File: src/hw/rtl/bfar_pkg.sv
`default_nettype none
package bfar_pkg;

  localparam int unsigned NumComp = 9;
  localparam int unsigned CompW   = 16;
  localparam int unsigned CordW   = 28;
  localparam int unsigned Iters   = 16;
  localparam int unsigned ItW     = 4;

  localparam logic signed [CordW-1:0] CordGain = 28'sd10188014;
  localparam logic signed [15:0] OneQ14 = 16'sd16384;
  localparam logic signed [16:0] TurnSteps = 17'sd23040;
  localparam logic [14:0] QuadSteps = 15'd5760;

  localparam logic [1:0] AxisX = 2'd0;
  localparam logic [1:0] AxisY = 2'd1;
  localparam logic [1:0] AxisZ = 2'd2;
  localparam logic [1:0] AxisNone = 2'd3;

  typedef logic signed [CompW-1:0] comp_t;

  function automatic logic signed [CordW-1:0] atan_lut(input logic [ItW-1:0] i);
    logic signed [CordW-1:0] r;
    case (i)
      4'd0: r = 28'sd737280;
      4'd1: r = 28'sd435242;
      4'd2: r = 28'sd229970;
      4'd3: r = 28'sd116736;
      4'd4: r = 28'sd58595;
      4'd5: r = 28'sd29326;
      4'd6: r = 28'sd14667;
      4'd7: r = 28'sd7334;
      4'd8: r = 28'sd3667;
      4'd9: r = 28'sd1833;
      4'd10: r = 28'sd917;
      4'd11: r = 28'sd458;
      4'd12: r = 28'sd229;
      4'd13: r = 28'sd115;
      4'd14: r = 28'sd57;
      default: r = 28'sd29;
    endcase
    return r;
  endfunction

endpackage
`default_nettype wire

File: src/hw/rtl/bfar_if.sv
`default_nettype none
interface bfar_in_if;
  logic              valid;
  logic              ready;
  logic [1:0]        axis;
  logic signed [15:0] angle;
  modport source (output valid, axis, angle, input ready);
  modport sink   (input valid, axis, angle, output ready);
endinterface

interface bfar_out_if;
  logic               valid;
  logic               ready;
  logic signed [15:0] x_axis_x, x_axis_y, x_axis_z;
  logic signed [15:0] y_axis_x, y_axis_y, y_axis_z;
  logic signed [15:0] z_axis_x, z_axis_y, z_axis_z;
  modport source (output valid, x_axis_x, x_axis_y, x_axis_z, y_axis_x, y_axis_y,
                  y_axis_z, z_axis_x, z_axis_y, z_axis_z, input ready);
  modport sink   (input valid, x_axis_x, x_axis_y, x_axis_z, y_axis_x, y_axis_y,
                  y_axis_z, z_axis_x, z_axis_y, z_axis_z, output ready);
endinterface
`default_nettype wire

File: src/hw/rtl/bfar_cordic.sv
`default_nettype none
// Sequential CORDIC: one micro-rotation per cycle, one shared shifter pair.
module bfar_cordic (
  input  wire logic clk_i,
  input  wire logic rst_ni,
  input  wire logic start_i,
  input  wire logic signed [15:0] angle_i,
  output logic      done_o,
  output logic signed [15:0] sin_o,
  output logic signed [15:0] cos_o
);
  import bfar_pkg::*;

  localparam logic [1:0] StIdle = 2'd0;
  localparam logic [1:0] StRun  = 2'd1;
  localparam logic [1:0] StOut  = 2'd2;

  logic [1:0] st_q, st_d;
  logic [ItW-1:0] it_q, it_d;
  logic [1:0] quad_q, quad_d;
  logic signed [CordW-1:0] x_q, x_d, y_q, y_d, z_q, z_d;
  logic signed [15:0] s_q, s_d, c_q, c_d;

  // angle reduction: a = angle mod turn, then quadrant by compare/subtract
  logic signed [16:0] a0, a1;
  logic [14:0] r0;
  logic [1:0]  q0;
  logic signed [CordW-1:0] xs, ys;
  logic signed [15:0] cq, sq;

  function automatic logic signed [15:0] to_q14(input logic signed [CordW-1:0] v);
    logic signed [CordW-1:0] t;
    logic signed [CordW-11:0] r;
    t = v + 28'sd512;
    r = (CordW-10)'(t >>> 10);
    if (r > 18'sd16384) r = 18'sd16384;
    if (r < -18'sd16384) r = -18'sd16384;
    return r[15:0];
  endfunction

  always_comb begin
    a0 = {angle_i[15], angle_i};
    if (a0 >= TurnSteps) a0 = a0 - TurnSteps;
    if (a0 < 17'sd0) a0 = a0 + TurnSteps;
    if (a0 < 17'sd0) a0 = a0 + TurnSteps;
    a1 = a0;
    q0 = 2'd0;
    if (a1 >= 17'sd17280) begin
      q0 = 2'd3; a1 = a1 - 17'sd17280;
    end else if (a1 >= 17'sd11520) begin
      q0 = 2'd2; a1 = a1 - 17'sd11520;
    end else if (a1 >= 17'sd5760) begin
      q0 = 2'd1; a1 = a1 - 17'sd5760;
    end
    r0 = a1[14:0];
  end

  always_comb begin
    xs = x_q >>> it_q;
    ys = y_q >>> it_q;
    cq = to_q14(x_q);
    sq = to_q14(y_q);
  end

  always_comb begin
    st_d = st_q; it_d = it_q; quad_d = quad_q;
    x_d = x_q; y_d = y_q; z_d = z_q; s_d = s_q; c_d = c_q;
    done_o = 1'b0;
    case (st_q)
      StIdle: begin
        if (start_i) begin
          x_d = CordGain; y_d = '0;
          z_d = CordW'({r0, 8'd0});
          quad_d = q0; it_d = '0; st_d = StRun;
        end
      end
      StRun: begin
        if (!z_q[CordW-1]) begin
          x_d = x_q - ys; y_d = y_q + xs; z_d = z_q - atan_lut(it_q);
        end else begin
          x_d = x_q + ys; y_d = y_q - xs; z_d = z_q + atan_lut(it_q);
        end
        it_d = it_q + 1'b1;
        if (it_q == ItW'(Iters - 1)) st_d = StOut;
      end
      StOut: begin
        case (quad_q)
          2'd0: begin s_d = sq; c_d = cq; end
          2'd1: begin s_d = cq; c_d = -sq; end
          2'd2: begin s_d = -sq; c_d = -cq; end
          default: begin s_d = -cq; c_d = sq; end
        endcase
        done_o = 1'b1;
        st_d = StIdle;
      end
      default: st_d = StIdle;
    endcase
  end

  assign sin_o = s_q;
  assign cos_o = c_q;

  always_ff @(posedge clk_i or negedge rst_ni) begin
    if (!rst_ni) begin
      st_q <= StIdle;
      it_q <= '0;
    end else begin
      st_q <= st_d;
      it_q <= it_d;
    end
  end

  always_ff @(posedge clk_i) begin
    quad_q <= quad_d;
    x_q <= x_d; y_q <= y_d; z_q <= z_d;
    s_q <= s_d; c_q <= c_d;
  end
endmodule
`default_nettype wire

File: src/hw/rtl/basis_frame_axis_rotation.sv
`default_nettype none
// From input beat to output beat: 16 CORDIC steps, 1 quadrant fix-up, 12 multiply steps,
// then the output register (axis code 3: straight to the output register).
// One beat at a time: a new beat is taken only once the last has left the output;
// the CORDIC loop and the single 16x16 multiplier set how fast beats go through.
// Output is a register; input is held off until taken.
// Reset (async, active low): frame returns to x=(-1,0,0), y=(0,0,1), z=(0,1,0).
module basis_frame_axis_rotation (
  input  wire logic clk_i,
  input  wire logic rst_ni,
  bfar_in_if.sink   in_i,
  bfar_out_if.source out_o
);
  import bfar_pkg::*;

  localparam logic [2:0] StIdle = 3'd0;
  localparam logic [2:0] StTrig = 3'd1;
  localparam logic [2:0] StMul  = 3'd2;
  localparam logic [2:0] StOut  = 3'd3;

  logic [2:0] st_q, st_d;
  comp_t frame_q [NumComp];
  comp_t frame_d [NumComp];
  logic [1:0] axis_q, axis_d;
  logic [3:0] step_q, step_d;  // 12 products: vector v, pair product k
  logic signed [33:0] acc_q, acc_d;
  comp_t a_q, a_d, b_q, b_d;   // snapshot of pair for current vector
  logic cord_start, cord_done;
  comp_t sin_w, cos_w;

  bfar_cordic u_cordic (
    .clk_i, .rst_ni,
    .start_i(cord_start), .angle_i(in_i.angle),
    .done_o(cord_done), .sin_o(sin_w), .cos_o(cos_w)
  );

  // component index of pair members
  logic [1:0] ia, ib, vec;
  logic [1:0] k;
  logic [3:0] idx_a, idx_b;
  always_comb begin
    case (axis_q)
      AxisX: begin ia = 2'd2; ib = 2'd1; end
      AxisY: begin ia = 2'd0; ib = 2'd2; end
      default: begin ia = 2'd0; ib = 2'd1; end
    endcase
    vec = step_q[3:2];
    k   = step_q[1:0];
    idx_a = 4'(vec * 3) + 4'(ia);
    idx_b = 4'(vec * 3) + 4'(ib);
  end

  // shared multiplier; order per vector: c*a, -s*b (write a'), s*a, c*b (write b')
  comp_t mx, my;
  logic signed [31:0] prod;
  logic signed [33:0] sum, rnd;
  logic signed [19:0] sh;
  comp_t sat;
  always_comb begin
    case (k)
      2'd0: begin mx = cos_w; my = frame_q[idx_a]; end
      2'd1: begin mx = -sin_w; my = b_q; end
      2'd2: begin mx = sin_w; my = a_q; end
      default: begin mx = cos_w; my = b_q; end
    endcase
    prod = mx * my;
    sum = acc_q + 34'(prod);
    rnd = sum + 34'sd8192;
    sh  = 20'(rnd >>> 14);
    if (sh > 20'sd32767) sat = 16'sh7fff;
    else if (sh < -20'sd32768) sat = 16'sh8000;
    else sat = sh[15:0];
  end

  always_comb begin
    st_d = st_q; axis_d = axis_q; step_d = step_q;
    acc_d = acc_q; a_d = a_q; b_d = b_q;
    for (int i = 0; i < NumComp; i++) frame_d[i] = frame_q[i];
    cord_start = 1'b0;
    case (st_q)
      StIdle: begin
        if (in_i.valid) begin
          axis_d = in_i.axis;
          if (in_i.axis == AxisNone) st_d = StOut;
          else begin
            cord_start = 1'b1;
            st_d = StTrig;
          end
        end
      end
      StTrig: begin
        if (cord_done) begin
          step_d = '0; acc_d = '0; st_d = StMul;
        end
      end
      StMul: begin
        if (k == 2'd0) begin
          a_d = frame_q[idx_a]; b_d = frame_q[idx_b];
        end
        if (k == 2'd0 || k == 2'd2) acc_d = 34'(prod);
        else begin
          acc_d = '0;
          if (k == 2'd1) frame_d[idx_a] = sat;
          else frame_d[idx_b] = sat;
        end
        step_d = step_q + 1'b1;
        if (step_q == 4'd11) st_d = StOut;
      end
      StOut: begin
        if (out_o.ready) st_d = StIdle;
      end
      default: st_d = StIdle;
    endcase
  end

  assign in_i.ready  = (st_q == StIdle);
  assign out_o.valid = (st_q == StOut);
  assign out_o.x_axis_x = frame_q[0];
  assign out_o.x_axis_y = frame_q[1];
  assign out_o.x_axis_z = frame_q[2];
  assign out_o.y_axis_x = frame_q[3];
  assign out_o.y_axis_y = frame_q[4];
  assign out_o.y_axis_z = frame_q[5];
  assign out_o.z_axis_x = frame_q[6];
  assign out_o.z_axis_y = frame_q[7];
  assign out_o.z_axis_z = frame_q[8];

  always_ff @(posedge clk_i or negedge rst_ni) begin
    if (!rst_ni) begin
      st_q <= StIdle;
      step_q <= '0;
      frame_q[0] <= -OneQ14;
      frame_q[1] <= '0;
      frame_q[2] <= '0;
      frame_q[3] <= '0;
      frame_q[4] <= '0;
      frame_q[5] <= OneQ14;
      frame_q[6] <= '0;
      frame_q[7] <= OneQ14;
      frame_q[8] <= '0;
    end else begin
      st_q <= st_d;
      step_q <= step_d;
      for (int i = 0; i < NumComp; i++) frame_q[i] <= frame_d[i];
    end
  end

  always_ff @(posedge clk_i) begin
    axis_q <= axis_d;
    acc_q <= acc_d;
    a_q <= a_d;
    b_q <= b_d;
  end
endmodule
`default_nettype wire
File: src/flat_wrapper.sv
// flat-port wrapper written by rule: the top's interface ports become plain ports
module basis_frame_axis_rotation_flat import bfar_pkg::*;
  (clk_i, rst_ni, in_i_valid, in_i_axis, in_i_angle, in_i_ready, out_o_valid, out_o_x_axis_x, out_o_x_axis_y, out_o_x_axis_z, out_o_y_axis_x, out_o_y_axis_y, out_o_y_axis_z, out_o_z_axis_x, out_o_z_axis_y, out_o_z_axis_z, out_o_ready);
  bfar_in_if in_i_i ();
  bfar_out_if out_o_i ();
  input  wire logic clk_i;
  input  wire logic rst_ni;
  input wire logic [$bits(in_i_i.valid)-1:0] in_i_valid;
  input wire logic [$bits(in_i_i.axis)-1:0] in_i_axis;
  input wire logic [$bits(in_i_i.angle)-1:0] in_i_angle;
  output wire logic [$bits(in_i_i.ready)-1:0] in_i_ready;
  output wire logic [$bits(out_o_i.valid)-1:0] out_o_valid;
  output wire logic [$bits(out_o_i.x_axis_x)-1:0] out_o_x_axis_x;
  output wire logic [$bits(out_o_i.x_axis_y)-1:0] out_o_x_axis_y;
  output wire logic [$bits(out_o_i.x_axis_z)-1:0] out_o_x_axis_z;
  output wire logic [$bits(out_o_i.y_axis_x)-1:0] out_o_y_axis_x;
  output wire logic [$bits(out_o_i.y_axis_y)-1:0] out_o_y_axis_y;
  output wire logic [$bits(out_o_i.y_axis_z)-1:0] out_o_y_axis_z;
  output wire logic [$bits(out_o_i.z_axis_x)-1:0] out_o_z_axis_x;
  output wire logic [$bits(out_o_i.z_axis_y)-1:0] out_o_z_axis_y;
  output wire logic [$bits(out_o_i.z_axis_z)-1:0] out_o_z_axis_z;
  input wire logic [$bits(out_o_i.ready)-1:0] out_o_ready;
  assign in_i_i.valid = in_i_valid;
  assign in_i_i.axis = in_i_axis;
  assign in_i_i.angle = in_i_angle;
  assign in_i_ready = in_i_i.ready;
  assign out_o_valid = out_o_i.valid;
  assign out_o_x_axis_x = out_o_i.x_axis_x;
  assign out_o_x_axis_y = out_o_i.x_axis_y;
  assign out_o_x_axis_z = out_o_i.x_axis_z;
  assign out_o_y_axis_x = out_o_i.y_axis_x;
  assign out_o_y_axis_y = out_o_i.y_axis_y;
  assign out_o_y_axis_z = out_o_i.y_axis_z;
  assign out_o_z_axis_x = out_o_i.z_axis_x;
  assign out_o_z_axis_y = out_o_i.z_axis_y;
  assign out_o_z_axis_z = out_o_i.z_axis_z;
  assign out_o_i.ready = out_o_ready;
  basis_frame_axis_rotation u_core (.clk_i(clk_i), .rst_ni(rst_ni), .in_i(in_i_i), .out_o(out_o_i));
endmodule
File: config.mk
export PLATFORM = sky130hd
export DESIGN_NAME = basis_frame_axis_rotation_flat
export DESIGN_NICKNAME = d
export VERILOG_FILES = /design/src/hw/rtl/bfar_pkg.sv /design/src/hw/rtl/bfar_if.sv /design/src/hw/rtl/bfar_cordic.sv /design/src/hw/rtl/basis_frame_axis_rotation.sv /design/src/flat_wrapper.sv
export SDC_FILE = /design/constraint.sdc
export NUM_CORES = 2
export LEC_CHECK = 0
export ABC_AREA = 1
export ABC_CLOCK_PERIOD_IN_PS = 15930
export BUFFER_PORTS_ARGS = -buffer_cell sky130_fd_sc_hd__buf_2
export CAP_MARGIN = 20
export CELL_PAD_IN_SITES_DETAIL_PLACEMENT = 2
export CELL_PAD_IN_SITES_GLOBAL_PLACEMENT = 2
export CORE_ASPECT_RATIO = 1.4
export CORE_MARGIN = 2
export CORE_UTILIZATION = 38
export CTS_BUF_LIST = sky130_fd_sc_hd__clkbuf_8
export CTS_CLUSTER_SIZE = 28
export DETAILED_ROUTE_END_ITERATION = 16
export GPL_TIMING_DRIVEN = 0
export HOLD_SLACK_MARGIN = 0.02
export PLACE_DENSITY_LB_ADDON = 0.1
export SETUP_SLACK_MARGIN = 0.4
export SLEW_MARGIN = 20
export SYNTH_ARGS = -nofsm -noshare
export SYNTH_HDL_FRONTEND = slang
export SYNTH_SLANG_ARGS = --single-unit
export TNS_END_PERCENT = 20
File: constraint.sdc
create_clock -name clk_i -period 15.93 [get_ports clk_i]
set_clock_uncertainty 0.1 [all_clocks]
set_input_delay 0.7965 -clock clk_i [delete_from_list [all_inputs] [get_ports clk_i]]
set_output_delay 0.7965 -clock clk_i [all_outputs]
set_load 0.05 [all_outputs]
==> results.txt <==
status -> completed
Mapped Area -> 0.0406 mm^2
TritonCTS clock tree -> yes
Final HPWL DP -> 148000 um
Distinct cells, synth -> 75
commonest cells in the netlist -> 1369 x nand2_1, 1044 x inv_1, 461 x nor2_1
TritonCTS buffer count -> 67
die width -> 280 um
shortest period the worst path allows -> 14.90 ns
crit path max fanout -> 10
Post-Layout Cell Count -> 7356
Worst path most repeated cell -> nand2_1
initial antenna violation count -> 4
CTS sink cnt -> 340
Synthesized Nets -> 6255
DR pass1 iterations -> 5
# setup viols final -> 0
# DRC -> 0
H-tree levels -> 3
Routed Antenna Nets -> 0
area delta synth->final -> 10.1%
Crit path max-delay family -> adder cells
Hold WC Path Type -> input port to flop
global-route wire length before repair -> 276000 um
CP startpoint kind -> flop
final core occ -> 42.3%
Synth Flop Type -> edfxtp_1
most frequent cell after synthesis -> nand2_1
max cap viols -> 0
initial core utilization -> 38.4%
Fin Setup TNS -> 0 ns
hold depth -> 1
Synth Register Bits -> 340
Worst EP arrival -> 15.44 ns
routed wire length -> 181000 um
R2R Path Start -> u_core.step_q[2]
buffers added on ports -> 167
pin count of the biggest net entering global routing -> 91
Bufs and invs on worst path -> 13
cell taking the most area after synthesis -> edfxtp_1
die area -> 0.109 mm^2
Worst slew margin -> 23.8%
Slowest-stage cell, CP -> a21oi_2
io pins -> 168
Reg2Reg Setup Slack -> 1.03 ns
clock-pin slew on the worst setup and hold paths -> 0.06 ns
row count -> 141
Cells after Synth -> 5702
sequential area share after synthesis -> 23.3%
vias in the first global route -> 46077
fin nets -> 6498
GRT Total Usage -> 33.3%
CP max stage delay -> 0.61 ns
Max clock buf depth -> 3
share of flip-flops with an asynchronous set or reset -> 45.9%
placed cell count -> 7233
root buf cell -> clkbuf_8
Clock Latency Late Sink -> 0.77 ns
Fin Hold WS -> 0.230 ns
WS Path Type -> flop to flop
beginning of the critical path -> u_core.step_q[2]
Routed WL per cell -> 24.7 um
vias per inst -> 5.53
Final Hold Viols -> 0
top-area cell type share of the netlist area -> 13.6%
Max Freq -> 67.1 MHz
DR iter-0 viols -> 2006
Post-synth EDFFs -> 184
share of layout cells above drive strength 1 -> 8.76%
DR vias -> 40690
Critical Path RT -> 16.48 ns
number of setup buffers added after CTS -> 0
Final GP Congestion -> 0.955
end point of the critical path -> u_core.out_o.y_axis_x[0]
RSZ-0062 raised after global routing -> false
Core Box Area -> 0.106 mm^2
measured slew at the worst slew-check pin -> 1.14 ns
Yosys warnings -> 0
Worst setup EP type -> flop
GRT overflow -> 0
Die Height -> 391 um
Reg2Reg Depth -> 60
synth top area cells -> edfxtp_1 14%, fa_1 13%, nand2_1 13%, inv_1 9.7%, dfrtp_1 9.4%
Worst R2R End -> u_core.out_o.y_axis_x[0]
Stages on worst setup path -> 60
syn avg cell area -> 7.11 um^2
crit share post-route -> 93.5%
Slew Limit Fails -> 0
## routing by layer
| metal | global-route usage, % | part of all wire (%) | vias to the layer above | wire length, um |
|---|---|---|---|---|
| met5 | 0 | 0 | - | 0 |
| met4 | 21.1 | 7.0 | 0 | 12600 |
| met3 | 3.41 | 3.5 | 441 | 6320 |
| met2 | 62.4 | 53 | 986 | 95700 |
| met1 | 35.3 | 37 | 20604 | 66800 |
| li1 | - | - | 18659 | - |
## worst reg2reg max path, delay by kind of cell (launching register included)
family	cells	cell delay, ns
fa+ha+maj	12	4.90
flops	1	0.42
buf+inv	13	2.64
simple gates	22	3.01
compound gates	13	3.72
## per-stage QoR
| step | area (um^2) | setup WS (ns) |
|---|---|---|
| 6_report | 44700 | 1.03 |
| 4_1_cts | 44600 | 0.403 |
| 2_1_floorplan | 40600 | 4.93 |
| 5_1_grt | 44700 | 0.423 |
| 3_5_place_dp | 43300 | 0.369 |
| 3_3_place_gp | 43100 | 0.579 |
## logic make-up after synthesis
family	synth area share, %
AND/OR/NAND/NOR	25.3
buffers and inverters	12.2
adder cells (fa/ha/maj)	21.3
flip-flops	23.3
multiplexers	0.419
XOR/XNOR	3.87
AO/OA/AOI/OAI	13.6
## repair_timing
item,in CTS,in global routing
hold buffers,1,0
gates resized for setup,2,16
pin swaps,0,0
endpoints found under the setup margin,144,144
hold endpoints to repair,64,0
## cells in the final DEF, fill, tap and decap left out, drive strengths merged, types with 10 or more instances in the layout
cell / n
nand2: 1413
inv: 1096
nor2: 476
o21ai: 407
nand3: 320
a21oi: 304
fa: 267
ha: 264
buf: 233
clkbuf: 208
edfxtp: 184
dfrtp: 152
xor2: 127
or2: 65
o22ai: 54
xnor2: 49
nand4: 45
o2111ai: 41
o211ai: 41
nor3: 41
o21a: 32
clkinv: 23
a31oi: 18
mux2i: 17
nand3b: 13
a21boi: 13
a221oi: 12
o221ai: 11
nor4: 11
a22oi: 10
## how the worst min path moves through the flow
stage                                         start                        end  slack (ns)
after floorplan                              rst_ni   u_core.out_o.x_axis_x[0]        0.40
after global placement    u_core.out_o.x_axis_x[15]  u_core.out_o.x_axis_x[15]        0.44
after detailed placement  u_core.out_o.x_axis_x[15]  u_core.out_o.x_axis_x[15]        0.45
after CTS                              in_i_axis[1]           u_core.axis_q[1]        0.15
after global routing                   in_i_axis[1]           u_core.axis_q[1]        0.20
final                                  in_i_axis[0]           u_core.axis_q[0]        0.23
## final cells by class
cell class	count	area, um^2
sequential	340	9430
tap	1358	1700
fill	12778	61000
inverter	1082	4080
antenna	2	5.00
clock inverter	42	274
timing repair buffer	174	978
clock buffer	78	1070
multi-input combinational	4090	26300
buffer	190	861
## flip-flops by register name, indices dropped and copies added (netlist names), 28 cells and up
signal and flops:
u_core.acc_q 32, u_core.u_cordic.x_q 28, u_core.u_cordic.y_q 28, u_core.u_cordic.z_q 28
Power is not shown: default switching activity piles up to over one toggle a cycle in this logic, so the estimate is an artifact.
